$ cat src/hw/rtl/bci_pkg.sv
// Package for the breakpoint curve interpolator: request codes, payload structs,
// default parameter values. No dependencies.
package bci_pkg;

  localparam int NUM_POINTS_DEF   = 11;
  localparam int NOTE_SPACING_DEF = 6;

  localparam logic [1:0] REQ_FILL   = 2'd0;
  localparam logic [1:0] REQ_SET    = 2'd1;
  localparam logic [1:0] REQ_CLEAR  = 2'd2;
  localparam logic [1:0] REQ_LOOKUP = 2'd3;

  typedef struct packed {
    logic [1:0]         req_type;
    logic [3:0]         index;
    logic signed [31:0] new_value;
    logic [5:0]         note;
  } bci_in_t;

  typedef struct packed {
    logic signed [31:0] result_value;
    logic               point_is_set;
  } bci_out_t;

endpackage

$ cat src/hw/rtl/breakpoint_curve_interpolator_top.sv
// Breakpoint curve interpolator top level: point store, sequencer, serial divider.
// Depends on bci_pkg.
//
// Usage: drive in_req and raise start while busy is low; the request is taken at
// that edge and busy rises. One result comes back on out_result with out_valid
// high for one cycle; busy is already low in that cycle, so the next request can
// be taken at the same edge as the result.
// Fill writes every point in turn. Lookup splits the note into a point and an
// offset by repeated subtraction, then runs the shared restoring divider, one
// quotient bit per cycle. Set and clear scan for the neighbor marks one point
// per cycle, then each rewritten point goes through the divider in turn; an
// ignored set or clear goes straight to the result. One request at a time: a
// new request is taken only when busy is low again.
// Reset sets all points to zero with only the default point marked; the store
// is cleared by a sweep over all points during which busy is high.
// The receiver cannot stall: each result is shown for exactly one cycle.
module breakpoint_curve_interpolator_top
  import bci_pkg::*;
#(
  parameter int NUM_POINTS   = NUM_POINTS_DEF,
  parameter int NOTE_SPACING = NOTE_SPACING_DEF
) (
  input  logic     clk,
  input  logic     rst_n,
  input  logic     start,
  output logic     busy,
  input  bci_in_t  in_req,
  output logic     out_valid,
  output bci_out_t out_result
);

  localparam int IW = (NUM_POINTS > 1) ? $clog2(NUM_POINTS) : 1;
  localparam int SW = $clog2(NOTE_SPACING + 1) + 1;
  localparam int CW = (IW + 1 > SW) ? IW + 1 : SW;
  localparam int DEF_MARK = (NUM_POINTS > 4) ? 4 : NUM_POINTS - 1;
  localparam int TOP_NOTE = (NUM_POINTS - 1) * NOTE_SPACING;
  localparam int NW = $clog2(TOP_NOTE + 1) + 1;
  localparam int DW = 33 + CW;
  localparam int QW = 6;

  typedef enum logic [9:0] {
    S_INIT   = 10'b0000000001,
    S_IDLE   = 10'b0000000010,
    S_FILL   = 10'b0000000100,
    S_SCANL  = 10'b0000001000,
    S_SCANR  = 10'b0000010000,
    S_PREP   = 10'b0000100000,
    S_DIV    = 10'b0001000000,
    S_WRITE  = 10'b0010000000,
    S_DONE   = 10'b0100000000,
    S_NOTE   = 10'b1000000000
  } state_t;

  typedef enum logic [1:0] {
    PH_LEFT  = 2'd0,
    PH_RIGHT = 2'd1,
    PH_SPAN  = 2'd2,
    PH_LOOK  = 2'd3
  } phase_t;

  logic signed [31:0] mem [NUM_POINTS];
  logic [NUM_POINTS-1:0] mask_r, mask_nxt;
  state_t  state_r, state_nxt;
  phase_t  phase_r, phase_nxt;
  bci_in_t req_r;
  logic [CW-1:0] ptr_r, ptr_nxt;
  logic [CW-1:0] lo_r, lo_nxt;
  logic [CW-1:0] hi_r, hi_nxt;
  logic          lo_ok_r, lo_ok_nxt;
  logic          hi_ok_r, hi_ok_nxt;
  logic signed [31:0] a_r, a_nxt;
  logic signed [31:0] b_r, b_nxt;
  logic [CW-1:0] num_r, num_nxt;
  logic [CW-1:0] den_r, den_nxt;
  logic [QW-1:0] cnt_r, cnt_nxt;
  logic [DW-1:0] rem_r, rem_nxt;
  logic [DW-1:0] quo_r, quo_nxt;
  logic          neg_r, neg_nxt;
  logic [NW-1:0] nrem_r, nrem_nxt;
  logic          we;
  logic [IW-1:0] waddr;
  logic signed [31:0] wdata;
  logic          out_valid_r;
  bci_out_t      out_r, out_nxt;

  logic          idx_ok;
  logic [IW-1:0] idx;
  logic [NW-1:0] note_sat;
  logic signed [32:0] diff;
  logic [DW-1:0] prod;
  logic [DW:0]   trial;
  logic signed [32:0] quo_s;
  logic signed [32:0] sum;

  assign idx_ok = {2'b00, req_r.index} < 6'(NUM_POINTS);
  assign idx    = IW'(req_r.index);

  assign note_sat = (32'(in_req.note) > 32'(TOP_NOTE)) ? NW'(TOP_NOTE) : NW'(in_req.note);

  assign diff  = 33'(b_r) - 33'(a_r);
  assign trial = {rem_r, quo_r[DW-1]} - {1'b0, {(DW-CW){1'b0}}, den_r};
  assign quo_s = neg_r ? -33'(quo_r[32:0]) : 33'(quo_r[32:0]);
  assign sum   = 33'(a_r) + quo_s;

  always_comb begin
    logic [32:0] mag;
    mag  = diff[32] ? 33'(-diff) : 33'(diff);
    prod = DW'(mag) * DW'(num_r);
  end

  always_comb begin
    state_nxt = state_r;
    phase_nxt = phase_r;
    mask_nxt  = mask_r;
    ptr_nxt   = ptr_r;
    lo_nxt    = lo_r;
    hi_nxt    = hi_r;
    lo_ok_nxt = lo_ok_r;
    hi_ok_nxt = hi_ok_r;
    a_nxt     = a_r;
    b_nxt     = b_r;
    num_nxt   = num_r;
    den_nxt   = den_r;
    cnt_nxt   = cnt_r;
    rem_nxt   = rem_r;
    quo_nxt   = quo_r;
    neg_nxt   = neg_r;
    nrem_nxt  = nrem_r;
    out_nxt   = out_r;
    we        = 1'b0;
    waddr     = ptr_r[IW-1:0];
    wdata     = a_r;
    case (state_r)
      S_INIT: begin
        we = 1'b1;
        wdata = '0;
        ptr_nxt = ptr_r + 1'b1;
        if (ptr_r == CW'(NUM_POINTS - 1)) begin
          state_nxt = S_IDLE;
        end
      end
      S_IDLE: begin
        if (start) begin
          ptr_nxt = '0;
          nrem_nxt = note_sat;
          case (in_req.req_type)
            REQ_FILL: state_nxt = S_FILL;
            REQ_LOOKUP: state_nxt = S_NOTE;
            default: state_nxt = S_SCANL;
          endcase
          phase_nxt = PH_LOOK;
        end
      end
      S_NOTE: begin
        // split the note into point and offset by repeated subtraction
        if (nrem_r >= NW'(NOTE_SPACING)) begin
          nrem_nxt = nrem_r - NW'(NOTE_SPACING);
          ptr_nxt = ptr_r + 1'b1;
        end else begin
          state_nxt = S_PREP;
        end
      end
      S_FILL: begin
        we = 1'b1;
        wdata = req_r.new_value;
        mask_nxt = '0;
        mask_nxt[DEF_MARK] = 1'b1;
        ptr_nxt = ptr_r + 1'b1;
        if (ptr_r == CW'(NUM_POINTS - 1)) begin
          state_nxt = S_DONE;
        end
      end
      S_SCANL: begin
        // entry: prepare mask change, then find lower marked neighbor
        if (!idx_ok) begin
          state_nxt = S_DONE;
        end else if (req_r.req_type == REQ_CLEAR &&
                     (!mask_r[idx] || mask_r == (NUM_POINTS'(1) << idx))) begin
          state_nxt = S_DONE;
        end else begin
          mask_nxt = mask_r;
          mask_nxt[idx] = (req_r.req_type == REQ_SET);
          if (req_r.req_type == REQ_SET) begin
            we = 1'b1;
            waddr = idx;
            wdata = req_r.new_value;
          end
          lo_ok_nxt = 1'b0;
          hi_ok_nxt = 1'b0;
          lo_nxt = '0;
          hi_nxt = CW'(NUM_POINTS - 1);
          ptr_nxt = CW'(idx);
          state_nxt = S_SCANR;
          phase_nxt = PH_LEFT;
        end
      end
      S_SCANR: begin
        // walk one point per cycle: left down from idx, then right up from idx
        if (phase_r == PH_LEFT) begin
          if (ptr_r == '0) begin
            ptr_nxt = CW'(idx);
            phase_nxt = PH_RIGHT;
          end else if (mask_r[ptr_r[IW-1:0] - 1'b1]) begin
            lo_nxt = ptr_r - 1'b1;
            lo_ok_nxt = 1'b1;
            ptr_nxt = CW'(idx);
            phase_nxt = PH_RIGHT;
          end else begin
            ptr_nxt = ptr_r - 1'b1;
          end
        end else begin
          if (ptr_r == CW'(NUM_POINTS - 1)) begin
            phase_nxt = PH_SPAN;
            state_nxt = S_PREP;
            ptr_nxt = lo_r;
          end else if (mask_r[ptr_r[IW-1:0] + 1'b1]) begin
            hi_nxt = ptr_r + 1'b1;
            hi_ok_nxt = 1'b1;
            phase_nxt = PH_SPAN;
            state_nxt = S_PREP;
            ptr_nxt = lo_r;
          end else begin
            ptr_nxt = ptr_r + 1'b1;
          end
        end
      end
      S_PREP: begin
        // pick endpoints for the next point to write, or for the lookup result
        if (phase_r == PH_LOOK) begin
          a_nxt = mem[ptr_r[IW-1:0]];
          b_nxt = (nrem_r == '0) ? mem[ptr_r[IW-1:0]] : mem[ptr_r[IW-1:0] + 1'b1];
          num_nxt = CW'(nrem_r);
          den_nxt = CW'(NOTE_SPACING);
          state_nxt = S_DIV;
          cnt_nxt = '0;
        end else if (ptr_r > hi_r || ptr_r == hi_r && hi_ok_r) begin
          state_nxt = S_DONE;
        end else if ((ptr_r == lo_r && lo_ok_r) ||
                     (req_r.req_type == REQ_SET && ptr_r == CW'(idx))) begin
          ptr_nxt = ptr_r + 1'b1;
        end else if (req_r.req_type == REQ_SET) begin
          // set: interpolate from the new point out to the neighbor on this side
          a_nxt = mem[idx];
          if (ptr_r < CW'(idx)) begin
            b_nxt = lo_ok_r ? mem[lo_r[IW-1:0]] : mem[idx];
            num_nxt = lo_ok_r ? CW'(idx) - ptr_r : '0;
            den_nxt = lo_ok_r ? CW'(idx) - lo_r : CW'(1);
          end else begin
            b_nxt = hi_ok_r ? mem[hi_r[IW-1:0]] : mem[idx];
            num_nxt = hi_ok_r ? ptr_r - CW'(idx) : '0;
            den_nxt = hi_ok_r ? hi_r - CW'(idx) : CW'(1);
          end
          state_nxt = S_DIV;
          cnt_nxt = '0;
        end else if (lo_ok_r && hi_ok_r) begin
          a_nxt = mem[lo_r[IW-1:0]];
          b_nxt = mem[hi_r[IW-1:0]];
          num_nxt = ptr_r - lo_r;
          den_nxt = hi_r - lo_r;
          state_nxt = S_DIV;
          cnt_nxt = '0;
        end else begin
          a_nxt = lo_ok_r ? mem[lo_r[IW-1:0]] :
                  hi_ok_r ? mem[hi_r[IW-1:0]] : mem[idx];
          b_nxt = a_nxt;
          num_nxt = '0;
          den_nxt = CW'(1);
          state_nxt = S_DIV;
          cnt_nxt = '0;
        end
      end
      S_DIV: begin
        if (cnt_r == '0) begin
          rem_nxt = '0;
          quo_nxt = prod;
          neg_nxt = diff[32];
          cnt_nxt = cnt_r + 1'b1;
        end else begin
          if (!trial[DW]) begin
            rem_nxt = trial[DW-1:0];
          end else begin
            rem_nxt = {rem_r[DW-2:0], quo_r[DW-1]};
          end
          quo_nxt = {quo_r[DW-2:0], !trial[DW]};
          cnt_nxt = cnt_r + 1'b1;
          if (cnt_r == QW'(DW)) begin
            state_nxt = S_WRITE;
          end
        end
      end
      S_WRITE: begin
        if (phase_r == PH_LOOK) begin
          out_nxt.result_value = 32'(sum);
          out_nxt.point_is_set = idx_ok ? mask_r[idx] : 1'b0;
          state_nxt = S_IDLE;
        end else begin
          we = 1'b1;
          wdata = 32'(sum);
          ptr_nxt = ptr_r + 1'b1;
          state_nxt = S_PREP;
        end
      end
      S_DONE: begin
        out_nxt.result_value = idx_ok ? mem[idx] : '0;
        out_nxt.point_is_set = idx_ok ? mask_r[idx] : 1'b0;
        state_nxt = S_IDLE;
      end
      default: state_nxt = S_IDLE;
    endcase
  end

  always_ff @(posedge clk) begin
    if (we) begin
      mem[waddr] <= wdata;
    end
  end

  always_ff @(posedge clk) begin
    if (!rst_n) begin
      state_r <= S_INIT;
      phase_r <= PH_LOOK;
      mask_r  <= NUM_POINTS'(1) << DEF_MARK;
      ptr_r   <= '0;
      out_valid_r <= 1'b0;
    end else begin
      state_r <= state_nxt;
      phase_r <= phase_nxt;
      mask_r  <= mask_nxt;
      ptr_r   <= ptr_nxt;
      out_valid_r <= (state_r == S_DONE) ||
                     (state_r == S_WRITE && phase_r == PH_LOOK);
    end
  end

  always_ff @(posedge clk) begin
    if (state_r == S_IDLE && start) begin
      req_r <= in_req;
    end
    lo_r <= lo_nxt;
    hi_r <= hi_nxt;
    lo_ok_r <= lo_ok_nxt;
    hi_ok_r <= hi_ok_nxt;
    a_r <= a_nxt;
    b_r <= b_nxt;
    num_r <= num_nxt;
    den_r <= den_nxt;
    cnt_r <= cnt_nxt;
    rem_r <= rem_nxt;
    quo_r <= quo_nxt;
    neg_r <= neg_nxt;
    nrem_r <= nrem_nxt;
    out_r <= out_nxt;
  end

  assign busy       = (state_r != S_IDLE);
  assign out_valid  = out_valid_r;
  assign out_result = out_r;

`ifndef SYNTHESIS
  a_start_busy: assert property (@(posedge clk) disable iff (!rst_n)
    (start && !busy) |=> busy)
    else $error("request taken without busy");
  a_mask_nonzero: assert property (@(posedge clk) disable iff (!rst_n)
    mask_r != '0)
    else $error("breakpoint mask empty");
  a_out_idle: assert property (@(posedge clk) disable iff (!rst_n)
    out_valid |-> !busy)
    else $error("result while busy");
  a_div_den: assert property (@(posedge clk) disable iff (!rst_n)
    (state_r == S_DIV) |-> den_r != '0)
    else $error("zero divisor");
`endif

endmodule

$ cat config.mk
export PLATFORM = sky130hd
export DESIGN_NAME = breakpoint_curve_interpolator_top
export DESIGN_NICKNAME = d
export VERILOG_FILES = /design/src/hw/rtl/bci_pkg.sv /design/src/hw/rtl/breakpoint_curve_interpolator_top.sv
export SDC_FILE = /design/constraint.sdc
export NUM_CORES = 2
export LEC_CHECK = 0
export BUFFER_PORTS_ARGS = -buffer_cell sky130_fd_sc_hd__buf_2
export CAP_MARGIN = 20
export CORE_MARGIN = 2
export CORE_UTILIZATION = 30
export DETAILED_ROUTE_END_ITERATION = 12
export GPL_ROUTABILITY_DRIVEN = 0
export MAX_ROUTING_LAYER = met4
export PLACE_DENSITY = 0.43
export SYNTH_ARGS = -nofsm -noshare
export SYNTH_HDL_FRONTEND = slang
export SYNTH_SLANG_ARGS = --single-unit
$ cat constraint.sdc
create_clock -name clk -period 20.1 [get_ports clk]
set_clock_uncertainty 0.1 [all_clocks]
set_input_delay 2.01 -clock clk [delete_from_list [all_inputs] [get_ports clk]]
set_output_delay 2.01 -clock clk [all_outputs]
set_load 0.02 [all_outputs]
* Word level (Yosys, flattened, before mapping) *
Memories as Yosys holds them, arrays and structs flattened. A register that Yosys moved wholly into a read port is not among the register bits.
Index checks and enable logic that the tools add are counted.

word-level totals
  memories kept = 1
  bits in latches = 0
  bits of input ports = 47
  memory bits (read-only) = 0
  word-level logic and storage cells = 280
  output and inout bits = 35
  register bits = 276
  memory bits (writable) = 352

memory list
  name  words  width  rd ports  clocked after Yosys merged registers in  write ports  line                                     source
  mem   11     32     5         4                                        1            breakpoint_curve_interpolator_top.sv:61  logic signed [31:0] mem [NUM_POINTS];

cells by class
  bitwise operators = 0
  add/sub/neg operators = 17
  $mul = 1
  shifts and indexed selects = 1
  reduce and logical (&&, ||, !) cells = 38
  multiplexer cells = 141
  divide/modulo/power cells = 0
  equality and inequality tests = 49
  $lt $le $gt $ge = 9

operator list
  kind                  count
  $mux W32              21
  $mux W5               38
  $pmux W32 S4          1
  $mux W10              12
  $pmux W10 S9          1
  $mux W38              2
  $mux W33              2
  $pmux W33 S2          1
  $ne A2 B2 Y1 const B  22
  $sub A39 B5 Y39       1
  $mul A33 B5 Y38       1
  $mux W4               9
  $pmux W5 S7           1
  $neg A33 Y33          1
  $sub A32 B32 Y33      1
  $add A32 B32 Y32      1
  $neg A32 Y32          1
  $mux W6               5
  $mux W11              2
  $pmux W11 S2          1
  $pmux W10 S2          1
  $pmux W5 S2           2
  $mux W1               19
  $mux W9               2
  other kinds (62)      108

* Depth between registers and ports, before layout *
  depth in word-level cells = 10
  gate-level depth with buffers = 32
  depth with buffers taken out = 30

* Worst setup path before layout *
No wires, ideal clock.

  path type = register to register
  start = register ptr_r[0]
  end = register cnt_r[0], enable pin
  setup time = 0.324 ns
  data arrival time = 7.397 ns
  data required time = 19.676 ns
  stages on the path, launching flop included = 11
  period minus slack after synthesis = 7.821 ns
  setup slack = 12.279 ns
  path buffers = 1
  cells stage by stage = dfxtp_1 > buf_2 > inv_1 > ha_1 > nand2b_1 > a21oi_1 > o21ai_0 > o31ai_1 > nor2_1 > nor3_1 > or2_2

on the way
  word-level cells in the longest chain between the ends = 5
  elaborated cells between the ends (all ways) = 12
  classes of those cells = order compare: 1; eq/ne: 5; reduce/logical: 6

RTL lines
  element                                               line                                      source
  from (decl)                                           breakpoint_curve_interpolator_top.sv:66   logic [CW-1:0] ptr_r, ptr_nxt;
  from (signal assigned)                                breakpoint_curve_interpolator_top.sv:329  ptr_r <= ptr_nxt;
  branches (longest 4 deep; another with $gt A5 B5 Y1)  --
  $reduce_and A3 Y1 (no line) (*)                       --
  to (signal assigned)                                  breakpoint_curve_interpolator_top.sv:347  cnt_r <= cnt_nxt;
  to (decl)                                             breakpoint_curve_interpolator_top.sv:75   logic [QW-1:0] cnt_r, cnt_nxt;

Mark *: on every way between the ends.
A chain may end at the register's enable or synchronous reset.

* Worst setup path after layout *
  start = register a_r[0]
  end = register quo_r[35], data pin

on the way
  word-level cells in the longest chain between the ends = 5

RTL lines
  element                 line                                      source
  from (decl)             breakpoint_curve_interpolator_top.sv:71   logic signed [31:0] a_r, a_nxt;
  from (signal assigned)  breakpoint_curve_interpolator_top.sv:343  a_r <= a_nxt;
  $sub A32 B32 Y33 (*)    breakpoint_curve_interpolator_top.sv:100  assign diff = 33'(b_r) - 33'(a_r);
  via diff[32]            breakpoint_curve_interpolator_top.sv:89   logic signed [32:0] diff;
  $neg A33 Y33            breakpoint_curve_interpolator_top.sv:107  mag = diff[32] ? 33'(-diff) : 33'(diff);
  $mux W33 (*)            breakpoint_curve_interpolator_top.sv:107
  $mul A33 B5 Y38 (*)     breakpoint_curve_interpolator_top.sv:108  prod = DW'(mag) * DW'(num_r);
  $mux W38 (*)            breakpoint_curve_interpolator_top.sv:273  if (cnt_r == '0) begin
  to (signal assigned)    breakpoint_curve_interpolator_top.sv:349  quo_r <= quo_nxt;
  to (decl)               breakpoint_curve_interpolator_top.sv:77   logic [DW-1:0] quo_r, quo_nxt;

The timed path passes the listed nets; every way through them passes the cells marked *.

==> reports/results.ini <==
[outcome]
status=finished clean

[routing]
num_vias=38940
via_per_inst=5.689
routedWlPerCell_um=27.28
routed_wl_mm=186.7
firstDrtPassIters=6
route.detailed.drc=0
drtAntennaViolNets=0
drtIter0Drc=3454

[synthesis]
mappedNetlistArea_mm2=0.05162
ys_ff_latch=644
synthTopCellsByCount=edfxtp_1 (599), mux4_2 (422), nand2_1 (379)
async_flop_share_pct=0
synth_area_per_cell_um2=11.40
synthCells=4526
ys_warn_count=0
yosysSeqAreaShare_pct=36.59
synth.area.mux_share_pct=24.75
synthSimpleGateAreaFrac_pct=10.94
synth_flop_cell=edfxtp_1
yosysMostFrequentCell=edfxtp_1
synth-xor-area-share_pct=3.280
synth_compound_area_share_pct=12.76
synth_top_family_by_area=multiplexers
synth_edf_count=599
synth_area_leaders=edfxtp_1 (35%), mux4_2 (18%), fa_1 (4.0%)
synth_top_cell_area_share_pct=34.85
syn-num-nets=4829
synth_cell_types=98
synthAdderAreaFrac_pct=7.689
yosys.area.top_type=edfxtp_1

[worst_setup_path]
crit_path_top_delay_cell=fa_1
r2r_setup_slack_ns=11.26
cpPeakStageDelay_ns=0.54
cp-start-kind=flop
r2r-end=quo_r[35]
arrival_ns=9.19
end_kind=flop
crit_end=quo_r[35]
crit_required_ns=20.45
r2r-start=a_r[0]
startpoint=a_r[0]
crit_type=flop to flop
reg2reg_depth=28
crit_fanout=27

[placement]
io_buffer_count=81
place_area_mm2=0.05460
dp_cells=6684
hpwlAfterDp_mm=124.0

[final_layout]
fin_util_pct=33.57
area_growth_syn_to_layout_pct=11.46
nets=4768
stdcell_count=6845
drive_above_1_share_pct=20.96
final_area_mm2=0.05753

[sta]
max_slew_margin_pct=27.97
setup_viol=0
rsz0062_at_grt=no
worst_pin_slew_ns=1.067
hold_violations=0
maxSlewViolCount=0
finalCritPeriodShare_pct=43.96
whs_ns=0.4346
fmax_ghz=0.1132
setup_tns_ns=0
finalCriticalPeriod_ns=8.836

[floorplan]
die-area_mm2=0.1754
rows=152
core_mm2=0.1714
die_w_um=418.8
io_pins=82
start_util_pct=30.12
die_h_um=418.8

[clock_tree]
root_buffer=clkbuf_16
cts_max_level=3
clock_sinks=644
clk_latency_ns=0.73
ctsHoldBuffers=0
clk_pin_slew_ns=0.06
clock_path_buffers=3
cts_setup_buffers=0
cts_resized=0
cts_tree=built
cts_inserted_buffers=85

[pwr]
power_density_mw_per_mm2=65.50
ir_drop_v=0.00006889
leakagePower_nw=19.54

[global_route]
grt_pass1_wl_mm=274.6
grt_use_total_pct=21.83
first_global_vias=39520
grt-ovfl-total=0
antenna_found_initial=15
grt_max_degree=97

[min_path]
hp-class=flop to flop

[run]
cap_violations=0

-- layout by cell type (no fill, tap or decap), drive strengths merged, types with 21 or more instances in the layout --
master	count
mux2i	177
nor4	24
clkbuf	101
a31oi	22
nand2	379
clkinv	32
buf	169
nand2b	44
inv	228
a21o	68
nor3	87
o31ai	27
a21oi	286
or3	21
a311oi	41
a211oi	85
nand4	23
and3	26
xnor2	126
and2	70
o21ai	194
mux2	133
a22o	23
ha	154
edfxtp	599
nand3	81
nor2b	84
mux4	422
a22oi	33
dfxtp	45
nor2	274
xor2	63
fa	102
o211ai	80
-- sequential cells by signal, indices dropped and copies added (netlist names), named ones only --
| signal | cells |
|---|---|
| a_r | 32 |
| b_r | 32 |
| cnt_r | 6 |
| den_r | 5 |
| hi_ok_r | 1 |
| hi_r | 5 |
| idx | 4 |
| lo_ok_r | 1 |
| lo_r | 5 |
| mask_r | 11 |
| mem | 352 |
| neg_r | 1 |
| nrem_r | 7 |
| num_r | 5 |
| out_result | 33 |
| out_valid | 1 |
| phase_r | 2 |
| ptr_r | 5 |
| quo_r | 38 |
| rem_r | 38 |
| req_r | 34 |
| state_r | 10 |
-- how the worst min path moves through the flow --
stage	startpoint	endpoint	slack [ns]	cells past startpoint
floorplan	quo_r[32]	quo_r[33]	0.40	2
global placement	quo_r[32]	quo_r[33]	0.41	2
detailed placement	quo_r[32]	quo_r[33]	0.41	2
CTS	quo_r[35]	quo_r[36]	0.45	2
global route	quo_r[34]	quo_r[35]	0.47	2
finish	quo_r[32]	quo_r[33]	0.43	2
-- metal layers --
metal / up-vias / global-route usage [%] / part of all wire (%)
li1: 17360 / - / -
met4: 0 / 8.982 / 4.0
met2: 1302 / 34.68 / 47
met5: - / - / 0
met1: 19920 / 27.28 / 42
met3: 357 / 4.212 / 6.5
-- final cells by class --
type / count / area [um^2]
Clock buffer: 101 / 2240
Timing Repair Buffer: 169 / 1199
Sequential cell: 644 / 18940
Clock inverter: 48 / 559.3
Fill cell: 17090 / 113800
Inverter: 223 / 838.3
Antenna cell: 8 / 20.02
Tap cell: 2310 / 2890
Multi-Input combinational cell: 3342 / 30840
-- stage by stage --
step,setup WS (ns),total power [mW]
6_report,11.26,3.768
4_1_cts,11.16,3.798
2_1_floorplan,12.28,1.985
3_3_place_gp,11.23,2.209
5_1_grt,10.58,3.895
3_5_place_dp,11.15,2.207
-- critical path, delay by kind of cell, from the launching register on --
family	cells	cell delay (ns)
and+or+nand+nor	3	0.46
DFF	1	0.42
xor gates and xnor gates	1	0.14
buffers and inverters	3	0.51
adders and majority gates	6	2.60
AOI/OAI and AO/OA	15	4.31
-- where the power goes --
part	internal [mW]	leakage, nW	total (mW)	switching, mW
clock network	0.916	1.36	1.58	0.661
registers	1.52	5.89	1.57	0.0481
logic	0.268	12.3	0.622	0.354
-- kinds of logic (layout without fill, tap and decap cells) --
logic type / Yosys count / count (layout)
AOI/OAI and AO/OA: 996 / 996
other: 0 / 8
xor gates and xnor gates: 189 / 189
adders and majority gates: 256 / 256
muxes: 732 / 732
buffers and inverters: 540 / 541
and+or+nand+nor: 1169 / 1169
DFF: 644 / 644
No activity file was read; power rests on OpenSTA's default activity.
